## src/sv/ist_pkg.sv

```systemverilog
`default_nettype none
package ist_pkg;

	localparam int IST_DEPTH = 64;
	localparam int DATA_W = 32;

	typedef enum logic [2:0] {
		CMD_ADD   = 3'd0,
		CMD_DEL   = 3'd1,
		CMD_FIND  = 3'd2,
		CMD_NBR   = 3'd3,
		CMD_SORT  = 3'd4,
		CMD_CLEAR = 3'd5
	} cmd_t;

	typedef enum logic [1:0] {
		ST_OK       = 2'd0,
		ST_NOTFOUND = 2'd1,
		ST_FULL     = 2'd2
	} status_t;

	typedef enum logic [1:0] {
		S_IDLE,
		S_RUN,
		S_DONE
	} fsm_t;

endpackage
`default_nettype wire

```

## src/sv/ist_cell.sv

```systemverilog
`default_nettype none
module ist_cell (
	input  wire logic                      clk,
	input  wire logic                      en,
	input  wire logic [ist_pkg::DATA_W-1:0] d,
	output logic      [ist_pkg::DATA_W-1:0] q
);
	import ist_pkg::*;

	logic [DATA_W-1:0] data_q;

	always_ff @(posedge clk) begin
		if (en) begin
			data_q <= d;
		end
	end

	assign q = data_q;
endmodule
`default_nettype wire

```

## src/sv/ist_ctrl.sv

```systemverilog
`default_nettype none
module ist_ctrl #(
	parameter int DEPTH = ist_pkg::IST_DEPTH
) (
	input  wire logic                       clk,
	input  wire logic                       arst_n,
	input  wire logic                       in_valid,
	output logic                            in_ready,
	input  wire logic [2:0]                 cmd,
	input  wire logic [31:0]                value,
	output logic                            out_valid,
	input  wire logic                       out_ready,
	output logic [1:0]                      status,
	output logic [5:0]                      found_index,
	output logic                            exact_match,
	output logic [31:0]                     pred_value,
	output logic                            lower_found,
	output logic [31:0]                     succ_value,
	output logic                            higher_found,
	output logic [6:0]                      entry_count,
	output logic [31:0]                     last_entry,
	output logic                            is_empty,
	input  wire logic [ist_pkg::DATA_W-1:0] head,
	input  wire logic [ist_pkg::DATA_W-1:0] next,
	output logic                            shift_en,
	output logic [ist_pkg::DATA_W-1:0]      head_d,
	output logic [ist_pkg::DATA_W-1:0]      tail_d
);
	import ist_pkg::*;

	localparam int AW = (DEPTH > 1) ? $clog2(DEPTH) : 1;
	localparam int CW = $clog2(DEPTH + 1);
	localparam logic [AW-1:0] P_LAST = AW'(DEPTH - 1);
	localparam logic [CW-1:0] C_FULL = CW'(DEPTH);

	fsm_t state_q, state_n;
	cmd_t cmd_q;
	logic [DATA_W-1:0] val_q;
	logic [AW-1:0] p_q, pass_q, pos_q, pos_n;
	logic [CW-1:0] count_q, count_n;
	logic found_q, found_n, stop_q, stop_n, exact_q, exact_n;
	logic [DATA_W-1:0] lower_q, lower_n, higher_q, higher_n, t0_q, t0_n, tm_q, tm_n;
	logic inr, hit, last_step, sort_more, finish, accept;
	logic [CW:0] p_ext, c_ext;

	always_comb begin
		state_n = state_q;
		case (state_q)
			S_IDLE: if (in_valid) state_n = S_RUN;
			S_RUN: if (finish) state_n = S_DONE;
			S_DONE: if (out_ready) state_n = S_IDLE;
			default: state_n = S_IDLE;
		endcase
	end

	always_comb begin
		in_ready = 1'b0;
		out_valid = 1'b0;
		shift_en = 1'b0;
		case (state_q)
			S_IDLE: in_ready = 1'b1;
			S_RUN: shift_en = 1'b1;
			S_DONE: out_valid = 1'b1;
			default: ;
		endcase
	end

	assign accept = in_valid && in_ready;
	assign p_ext = (CW + 1)'(p_q);
	assign c_ext = (CW + 1)'(count_q);
	assign inr = p_ext < c_ext;
	assign hit = inr && (head == val_q);
	assign last_step = (p_q == P_LAST);
	assign sort_more = (cmd_q == CMD_SORT) && (pass_q != P_LAST);
	assign finish = shift_en && last_step && !sort_more;

	always_comb begin
		tail_d = head;
		head_d = next;
		found_n = found_q;
		pos_n = pos_q;
		stop_n = stop_q;
		exact_n = exact_q;
		lower_n = lower_q;
		higher_n = higher_q;
		case (cmd_q)
			CMD_ADD: begin
				if ((p_ext == c_ext) && (count_q < C_FULL)) begin
					tail_d = val_q;
				end
			end
			CMD_DEL: begin
				if (found_q) begin
					tail_d = next;
				end else if (hit) begin
					tail_d = next;
					found_n = 1'b1;
					pos_n = p_q;
				end
			end
			CMD_FIND: begin
				if (!found_q && hit) begin
					found_n = 1'b1;
					pos_n = p_q;
				end
			end
			CMD_NBR: begin
				if (inr && !stop_q) begin
					if (head < val_q) begin
						lower_n = head;
					end else if (head > val_q) begin
						higher_n = head;
						stop_n = 1'b1;
					end else begin
						exact_n = 1'b1;
					end
				end
			end
			CMD_SORT: begin
				if ((p_ext + 1'b1 < c_ext) && (head > next)) begin
					tail_d = next;
					head_d = head;
				end
			end
			default: ;
		endcase
		t0_n = (p_ext + 1'b1 == c_ext) ? tail_d : t0_q;
		tm_n = (p_ext + 2'd2 == c_ext) ? tail_d : tm_q;
	end

	always_comb begin
		count_n = count_q;
		case (cmd_q)
			CMD_ADD: if (count_q < C_FULL) count_n = count_q + 1'b1;
			CMD_DEL: if (found_n) count_n = count_q - 1'b1;
			CMD_CLEAR: count_n = '0;
			default: ;
		endcase
	end

	always_ff @(posedge clk or negedge arst_n) begin
		if (!arst_n) begin
			state_q <= S_IDLE;
			count_q <= '0;
		end else begin
			state_q <= state_n;
			if (finish) begin
				count_q <= count_n;
			end
		end
	end

	always_ff @(posedge clk) begin
		if (accept) begin
			cmd_q <= cmd_t'(cmd);
			val_q <= value;
			p_q <= '0;
			pass_q <= '0;
			pos_q <= '0;
			found_q <= 1'b0;
			stop_q <= 1'b0;
			exact_q <= 1'b0;
			lower_q <= '1;
			higher_q <= '1;
			t0_q <= '0;
			tm_q <= '0;
		end else if (shift_en) begin
			p_q <= last_step ? '0 : p_q + 1'b1;
			if (last_step) begin
				pass_q <= pass_q + 1'b1;
			end
			pos_q <= pos_n;
			found_q <= found_n;
			stop_q <= stop_n;
			exact_q <= exact_n;
			lower_q <= lower_n;
			higher_q <= higher_n;
			t0_q <= t0_n;
			tm_q <= tm_n;
		end
	end

	always_ff @(posedge clk) begin
		if (finish) begin
			status <= ST_OK;
			found_index <= '0;
			exact_match <= 1'b0;
			pred_value <= '0;
			lower_found <= 1'b0;
			succ_value <= '0;
			higher_found <= 1'b0;
			case (cmd_q)
				CMD_ADD: if (count_q >= C_FULL) status <= ST_FULL;
				CMD_DEL, CMD_FIND: begin
					if (found_n) begin
						found_index <= 6'(pos_n);
					end else begin
						status <= ST_NOTFOUND;
					end
				end
				CMD_NBR: begin
					exact_match <= exact_n;
					status <= exact_n ? ST_OK : ST_NOTFOUND;
					pred_value <= lower_n;
					lower_found <= (lower_n != '1);
					succ_value <= higher_n;
					higher_found <= (higher_n != '1);
				end
				default: ;
			endcase
			entry_count <= 7'(count_n);
			is_empty <= (count_n == '0);
			if (count_n == '0) begin
				last_entry <= '0;
			end else if (cmd_q == CMD_ADD && count_q < C_FULL) begin
				last_entry <= val_q;
			end else if (cmd_q == CMD_DEL && found_n) begin
				last_entry <= tm_n;
			end else begin
				last_entry <= t0_n;
			end
		end
	end
endmodule
`default_nettype wire

```

## src/sv/integer_set_table.sv

```systemverilog
// Each command makes one pass over the entries except sort, which makes DEPTH passes;
// each pass rotates the entries once.
// One command is in flight at a time: a new command is taken only after the result of
// the last one has been accepted with out_ready, and the result is held until then.
// Reset empties the table (count zero); entry contents are not cleared.
`default_nettype none
module integer_set_table #(
	parameter int DEPTH = ist_pkg::IST_DEPTH
) (
	input  wire logic        clk,
	input  wire logic        arst_n,
	input  wire logic        in_valid,
	output logic             in_ready,
	input  wire logic [2:0]  cmd,
	input  wire logic [31:0] value,
	output logic             out_valid,
	input  wire logic        out_ready,
	output logic [1:0]       status,
	output logic [5:0]       found_index,
	output logic             exact_match,
	output logic [31:0]      pred_value,
	output logic             lower_found,
	output logic [31:0]      succ_value,
	output logic             higher_found,
	output logic [6:0]       entry_count,
	output logic [31:0]      last_entry,
	output logic             is_empty
);
	import ist_pkg::*;

	logic [DATA_W-1:0] cell_q [DEPTH];
	logic [DATA_W-1:0] head_d, tail_d;
	logic shift_en;

	for (genvar i = 0; i < DEPTH; i++) begin : g_cell
		logic [DATA_W-1:0] d;
		if (i == 0) begin : g_head
			assign d = head_d;
		end else if (i == DEPTH - 1) begin : g_tail
			assign d = tail_d;
		end else begin : g_mid
			assign d = cell_q[i + 1];
		end
		ist_cell u_cell (
			.clk (clk),
			.en  (shift_en),
			.d   (d),
			.q   (cell_q[i])
		);
	end

	ist_ctrl #(.DEPTH(DEPTH)) u_ctrl (
		.clk          (clk),
		.arst_n       (arst_n),
		.in_valid     (in_valid),
		.in_ready     (in_ready),
		.cmd          (cmd),
		.value        (value),
		.out_valid    (out_valid),
		.out_ready    (out_ready),
		.status       (status),
		.found_index  (found_index),
		.exact_match  (exact_match),
		.pred_value   (pred_value),
		.lower_found  (lower_found),
		.succ_value   (succ_value),
		.higher_found (higher_found),
		.entry_count  (entry_count),
		.last_entry   (last_entry),
		.is_empty     (is_empty),
		.head         (cell_q[0]),
		.next         (cell_q[1]),
		.shift_en     (shift_en),
		.head_d       (head_d),
		.tail_d       (tail_d)
	);
endmodule
`default_nettype wire

```

## config.mk

```make
export PLATFORM = sky130hd
export DESIGN_NAME = integer_set_table
export DESIGN_NICKNAME = d
export VERILOG_FILES = /design/src/sv/ist_pkg.sv /design/src/sv/ist_cell.sv /design/src/sv/ist_ctrl.sv /design/src/sv/integer_set_table.sv
export SDC_FILE = /design/constraint.sdc
export NUM_CORES = 2
export LEC_CHECK = 0
export BUFFER_PORTS_ARGS = -buffer_cell sky130_fd_sc_hd__buf_2
export CORE_ASPECT_RATIO = 2
export CORE_MARGIN = 2
export CORE_UTILIZATION = 61
export CTS_CLUSTER_DIAMETER = 30
export DETAILED_ROUTE_END_ITERATION = 7
export HOLD_SLACK_MARGIN = 0.05
export PLACE_DENSITY = 0.78
export SYNTH_ARGS = -nofsm -noshare
export SYNTH_HDL_FRONTEND = slang
export SYNTH_SLANG_ARGS = --single-unit
```

## constraint.sdc

```tcl
create_clock -name clk -period 75.1 [get_ports clk]
set_clock_uncertainty 0.05 [all_clocks]
set_input_delay 11.265 -clock clk [delete_from_list [all_inputs] [get_ports clk]]
set_output_delay 11.265 -clock clk [all_outputs]
set_load 0.05 [all_outputs]
```

==> After elaboration in Yosys (flattened, before gate mapping) <==
Cells that the tools add are included.
{ "word_totals": {"ff_bits": 2356, "input_bits": 39, "out_inout_bits": 117, "wordCells": 189} }
{ "classes": {"addsub": 6, "order_cmp": 7, "n_eq_ne": 19, "muxes": 45, "n_bitwise": 1, "n_reduce_logical": 23} }
{ "op_table": {"columns": ["cell", "count"], "rows": [
  ["$mux W32", 17],
  ["$pmux W32 S3", 1],
  ["$gt A32 B32 Y1", 2],
  ["$ne A32 B32 Y1 const B", 2],
  ["$eq A32 B32 Y1", 1],
  ["$lt A32 B32 Y1", 1],
  ["$mux W6", 4],
  ["$pmux W7 S3", 1],
  ["$eq A8 B7 Y1", 2],
  ["$mux W7", 2],
  ["$add A6 B1 Y6 const B", 2],
  ["$mux W1", 12],
  ["$pmux W2 S3", 2],
  ["$pmux W6 S2", 1],
  ["$logic_and A1 B1 Y1", 11],
  ["$lt A8 B7 Y1", 1],
  ["$mux W2", 4],
  ["$add A6 B1 Y7 const B", 1],
  ["$add A6 B2 Y7 const B", 1],
  ["$add A7 B1 Y7 const B", 1],
  ["$eq A6 B7 Y1", 1],
  ["$ge A7 B7 Y1 const B", 1],
  ["$logic_not A7 Y1", 1],
  ["$lt A6 B7 Y1", 1],
  ["other kinds (20)", 28]
]} }

==> Depth between registers and ports, before layout <==
{ "depth": {"depth_word": 8, "ltp_mapped": 14, "ltp_nobuf": 12} }

==> Modules after synthesis <==
From an unflattened synthesis, not the netlist that was laid out.
{ "unflattened": {"hier_cells": 3780, "hier_area_um2": 77440.5} }
{ "modules_own_cells": {"columns": ["module", "instances", "cells_each", "area_each_um2", "seq_area_each_um2"], "rows": [
  ["ist_cell", 64, 32, 960.9, 960.9],
  ["ist_ctrl", 1, 1732, 15941.5, 7712.4]
]} }

==> Worst setup path after synthesis <==
No wires, ideal clock.
{ "synth_timing": {"path_type": "register -> register", "from": "register u_ctrl.state_q[1]", "to": "register u_ctrl.exact_q", "setup_time_ns": 0.201, "arrival_time_ns": 59.922, "required_ns": 74.849, "path_slack_ns": 14.927, "stages_incl_launch_ff": 7, "synth_period_minus_slack_ns": 60.173, "cell_sequence": "dfrtp_1 nand2b_1 clkbuf_1 inv_1 clkbuf_1 a41oi_1 nor2_1"} }
{ "synth_between": {"elab_chain_len": 3} }
{ "synth_lines": {"columns": ["item", "line", "text"], "rows": [
  ["start, declared", "ist_ctrl.sv:36", "fsm_t state_q, state_n;"],
  ["start signal, assigned", "ist_ctrl.sv:146", "state_q <= state_n;"],
  ["$logic_not A2 Y1", "ist_ctrl.sv:60", "case (state_q)"],
  ["$mux W1", "ist_ctrl.sv:60", null],
  ["$logic_and A1 B1 Y1", "ist_ctrl.sv:68", "assign accept = in_valid && in_ready;"],
  ["end signal, assigned", "ist_ctrl.sv:175", "exact_q <= exact_n;"],
  ["end, declared", "ist_ctrl.sv:41", "logic found_q, found_n, stop_q, stop_n, exact_q, exact_n;"]
]} }
Parallel ways exist; a longest one is shown, timed or not.
A chain may end at the register's enable or synchronous reset.

==> Final worst setup path <==
{ "layout_timing": {"from": "input in_valid", "to": "register u_ctrl.higher_q[16]"} }
{ "layout_between": {"elab_chain_len": 1} }
{ "layout_lines": {"columns": ["item", "line", "text"], "rows": [
  ["start, declared", "integer_set_table.sv:12", "input wire logic in_valid,"],
  ["$logic_and A1 B1 Y1", "ist_ctrl.sv:68", null],
  ["end signal, assigned", "ist_ctrl.sv:177", "higher_q <= higher_n;"],
  ["end, declared", "ist_ctrl.sv:42", "logic [DATA_W-1:0] lower_q, lower_n, higher_q, higher_n, t0_q, t0_n, tm_q, tm_n;"]
]} }
No other way between the ends.

==> flow_summary_export.csv <==
group,metric,value,unit
route,dr.pass1.iters,6,
global_routing,grt.total_usage,23.1,%
timing,tns,0,ns
min_path,hp-class,"flop to flop",
power,p_sw_share,23.8,%
power,p_clk_share,30.8,%
yosys,synth-seq-cells,2356,
timing,worst_pin_slew,1.27,ns
min_path,min-delay-start,"g_cell[23].u_cell.q[10]$_DFFE_PP_",
critical_path,rr_startpoint,"u_ctrl.state_q[1]$_DFFE_PN0P_",
timing,hold_viol,0,
power,p_per_area,38.5,nW/µm²
power,leakage,30.1,nW
cells_and_area,syn_to_final_growth,11.8,%
timing,rsz0062_at_grt,"no",
cells_and_area,drive_above_1_share,13.2,%
yosys,async_flop_share,0.382,%
timing,slew_headroom,15.2,%
route,viasPerCell,5.94,
route,detail-route-antenna-nets,0,
clock_network,clock_latency,0.82,ns
route,vias,36200,
cells_and_area,seqCellArea,69200,µm²
critical_path,cp_max_fo,75,
cells_and_area,fillers,7630,
critical_path,cp.arrival,13.74,ns
clock_network,post_cts_resized,0,
cells_and_area,post-route-util,68.6,%
global_routing,grt_pass1_vias,35800,
placement,place.port_buffers,155,
global_routing,grt_pass1_wl,227000,µm
die,floorplan.initialDensity,61.3,%
clock_network,cts.sinks,2356,
die,dieArea,132000,µm²
cells_and_area,final_common_cell,"edfxtp_1",
route,route.detailed.drc,0,
power,irDropWorstVdd,25.8,µV
die,fp-row-count,186,
critical_path,crit_path_start_kind,"input port",
cells_and_area,multi_input_comb_area,8460,µm²
placement,hpwl,79200,µm
job,cap_violations,0,
critical_path,worstSetupStartpoint,"in_valid",
clock_network,clockBufferDepth,3,
die,io_pins,156,
die,die_h,512,µm
power,p_switching,0.807,mW
clock_network,hold_buffers,0,
power,p_int,2.58,mW
yosys,netlist_area,78700,µm²
run_status,status,"finished clean",
yosys,synth_edf_count,2198,
global_routing,grt_max_degree,172,
critical_path,worstPathRequired,75.73,ns
cells_and_area,final_cell_mix,"2198 x edfxtp_1, 211 x nand2_1, 196 x clkbuf_16, 175 x nor2_1, 155 x buf_2",
clock_network,cts_setup_buffers,0,
yosys,yosys_warnings,0,
clock_network,numCtsBuffers,196,
clock_network,cts_tree,"built",
timing,fmax,76.3,MHz
cells_and_area,finalNetCount,4358,
die,core_area,128000,µm²
critical_path,cp-end-kind,"flop",
yosys,synth-seq-area-share,88.0,%
timing,setup_viol,0,
yosys,syn_inst,3997,
clock_network,clock-root-buffer,"clkbuf_16",
timing,slew_viol_final,0,
clock_network,clk_pin_slew,0.09,ns
timing,finalCritPeriodShare,17.5,%
placement,gp_congestion,0.949,
timing,period_needed,13.11,ns
yosys,synth_ff_type,"edfxtp_1",
clock_network,cts_max_level,4,
global_routing,antenna_found_initial,6,
yosys,ys_types,69,
yosys,syn-num-nets,4119,
critical_path,setup.worst_path.class,"input port to flop",
power,combPwrFrac,5.9,%
global_routing,overflow,0,
route,wl_per_cell,24.9,µm
route,drt_iter0_drc,4651,
yosys,synth.avg_cell_area,19.7,µm²
route,routed_wl,152000,µm
power,seqPwrFrac,63.3,%
die,chipWidth,258,µm
-- cell usage after synthesis, types with 32 or more instances --
library cell / count / area (µm²)
clkbuf_1: 146 / 548
mux2i_1: 48 / 480
a211o_1: 34 / 298
ha_1: 83 / 1040
o21ai_0: 151 / 756
nand3_1: 113 / 566
o22ai_1: 32 / 200
nand2_1: 212 / 796
a21oi_1: 152 / 761
inv_1: 112 / 420
dfxtp_1: 149 / 2980
nand4_1: 43 / 269
nor2_1: 179 / 672
edfxtp_1: 2198 / 66000
-- flip-flops by register name, summed over array words and instances (netlist names), 2 cells and up --
name / count
g_cell.u_cell.q: 2048
u_ctrl.higher_q: 32
u_ctrl.last_entry: 32
u_ctrl.lower_q: 32
u_ctrl.pred_value: 32
u_ctrl.succ_value: 32
u_ctrl.t0_q: 32
u_ctrl.tm_q: 32
u_ctrl.val_q: 32
u_ctrl.count_q: 7
u_ctrl.entry_count: 7
u_ctrl.found_index: 6
u_ctrl.p_q: 6
u_ctrl.pass_q: 6
u_ctrl.pos_q: 6
u_ctrl.cmd_q: 3
u_ctrl.state_q: 2
u_ctrl.status: 2
-- layer usage --
metal | vias to the layer above | share of wire [%] | track usage (%)
met2 | 1659 | 49 | 36.7
met5 | - | 0 | 0
met4 | 0 | 4.7 | 10.7
li1 | 15900 | - | -
met3 | 390 | 5.9 | 3.70
met1 | 18200 | 40 | 31.9
-- through the flow --
| step | instance area, µm² | worst slack [ns] | hold WS [ns] | instances | power (mW) |
|---|---|---|---|---|---|
| 6_report | 87900 | 61.99 | 0.344 | 6093 | 3.39 |
| 5_1_grt | 87900 | 61.91 | 0.362 | 6093 | 3.51 |
| 4_1_cts | 87900 | 62.07 | 0.352 | 6092 | 3.42 |
| 3_5_place_dp | 81400 | 61.29 | 0.355 | 5730 | 2.33 |
| 3_3_place_gp | 81400 | 61.31 | 0.350 | 5730 | 2.31 |
| 2_1_floorplan | 78700 | 14.93 | 0.350 | 3997 | 2.61 |
-- critical path: stages --
cell and delay [ns]:
buf_2 0.10, nand2_2 0.04, buf_4 0.68, inv_4 0.54, buf_4 0.52, o31a_1 0.42
-- power groups by stage --
stage	logic, mW	registers (mW)	clock network (mW)
floorplan	0.137	2.47	0
global placement	0.184	2.12	0
detailed placement	0.192	2.14	0
CTS	0.198	2.16	1.06
global route	0.217	2.18	1.10
finish	0.200	2.14	1.04
-- logic make-up after synthesis --
kind of cell	share of synthesized area [%]
AOI/OAI and AO/OA	4.61
xor gates and xnor gates	0.178
DFF	88.0
and+or+nand+nor	3.73
adders and majority gates	1.32
muxes	0.797
buffers and inverters	1.37
-- layout make-up --
type / count / share of cell area, %
Sequential cell: 2356 / 78.7
Clock inverter: 141 / 1.68
Inverter: 113 / 0.494
Antenna cell: 1 / 0.00285
Timing Repair Buffer: 207 / 1.34
Multi-Input combinational cell: 1362 / 9.62
Tap cell: 1692 / 2.41
Clock buffer: 221 / 5.72
-- path summary, 6_finish.rpt --
check,depth (start not counted),endpoint,slack [ns]
max in group asynchronous,1,u_ctrl.count_q[5]$_DFFE_PN0P_,64.49
min in group asynchronous,1,u_ctrl.state_q[0]$_DFFE_PN0P_,10.28
max,6,u_ctrl.higher_q[16]$_SDFFE_PP1P_,61.99
min reg2reg,0,g_cell[22].u_cell.q[10]$_DFFE_PP_,0.34
max reg2reg,10,g_cell[25].u_cell.q[28]$_DFFE_PP_,66.47
min,0,g_cell[22].u_cell.q[10]$_DFFE_PP_,0.34
No activity file was read; power rests on OpenSTA's default activity.
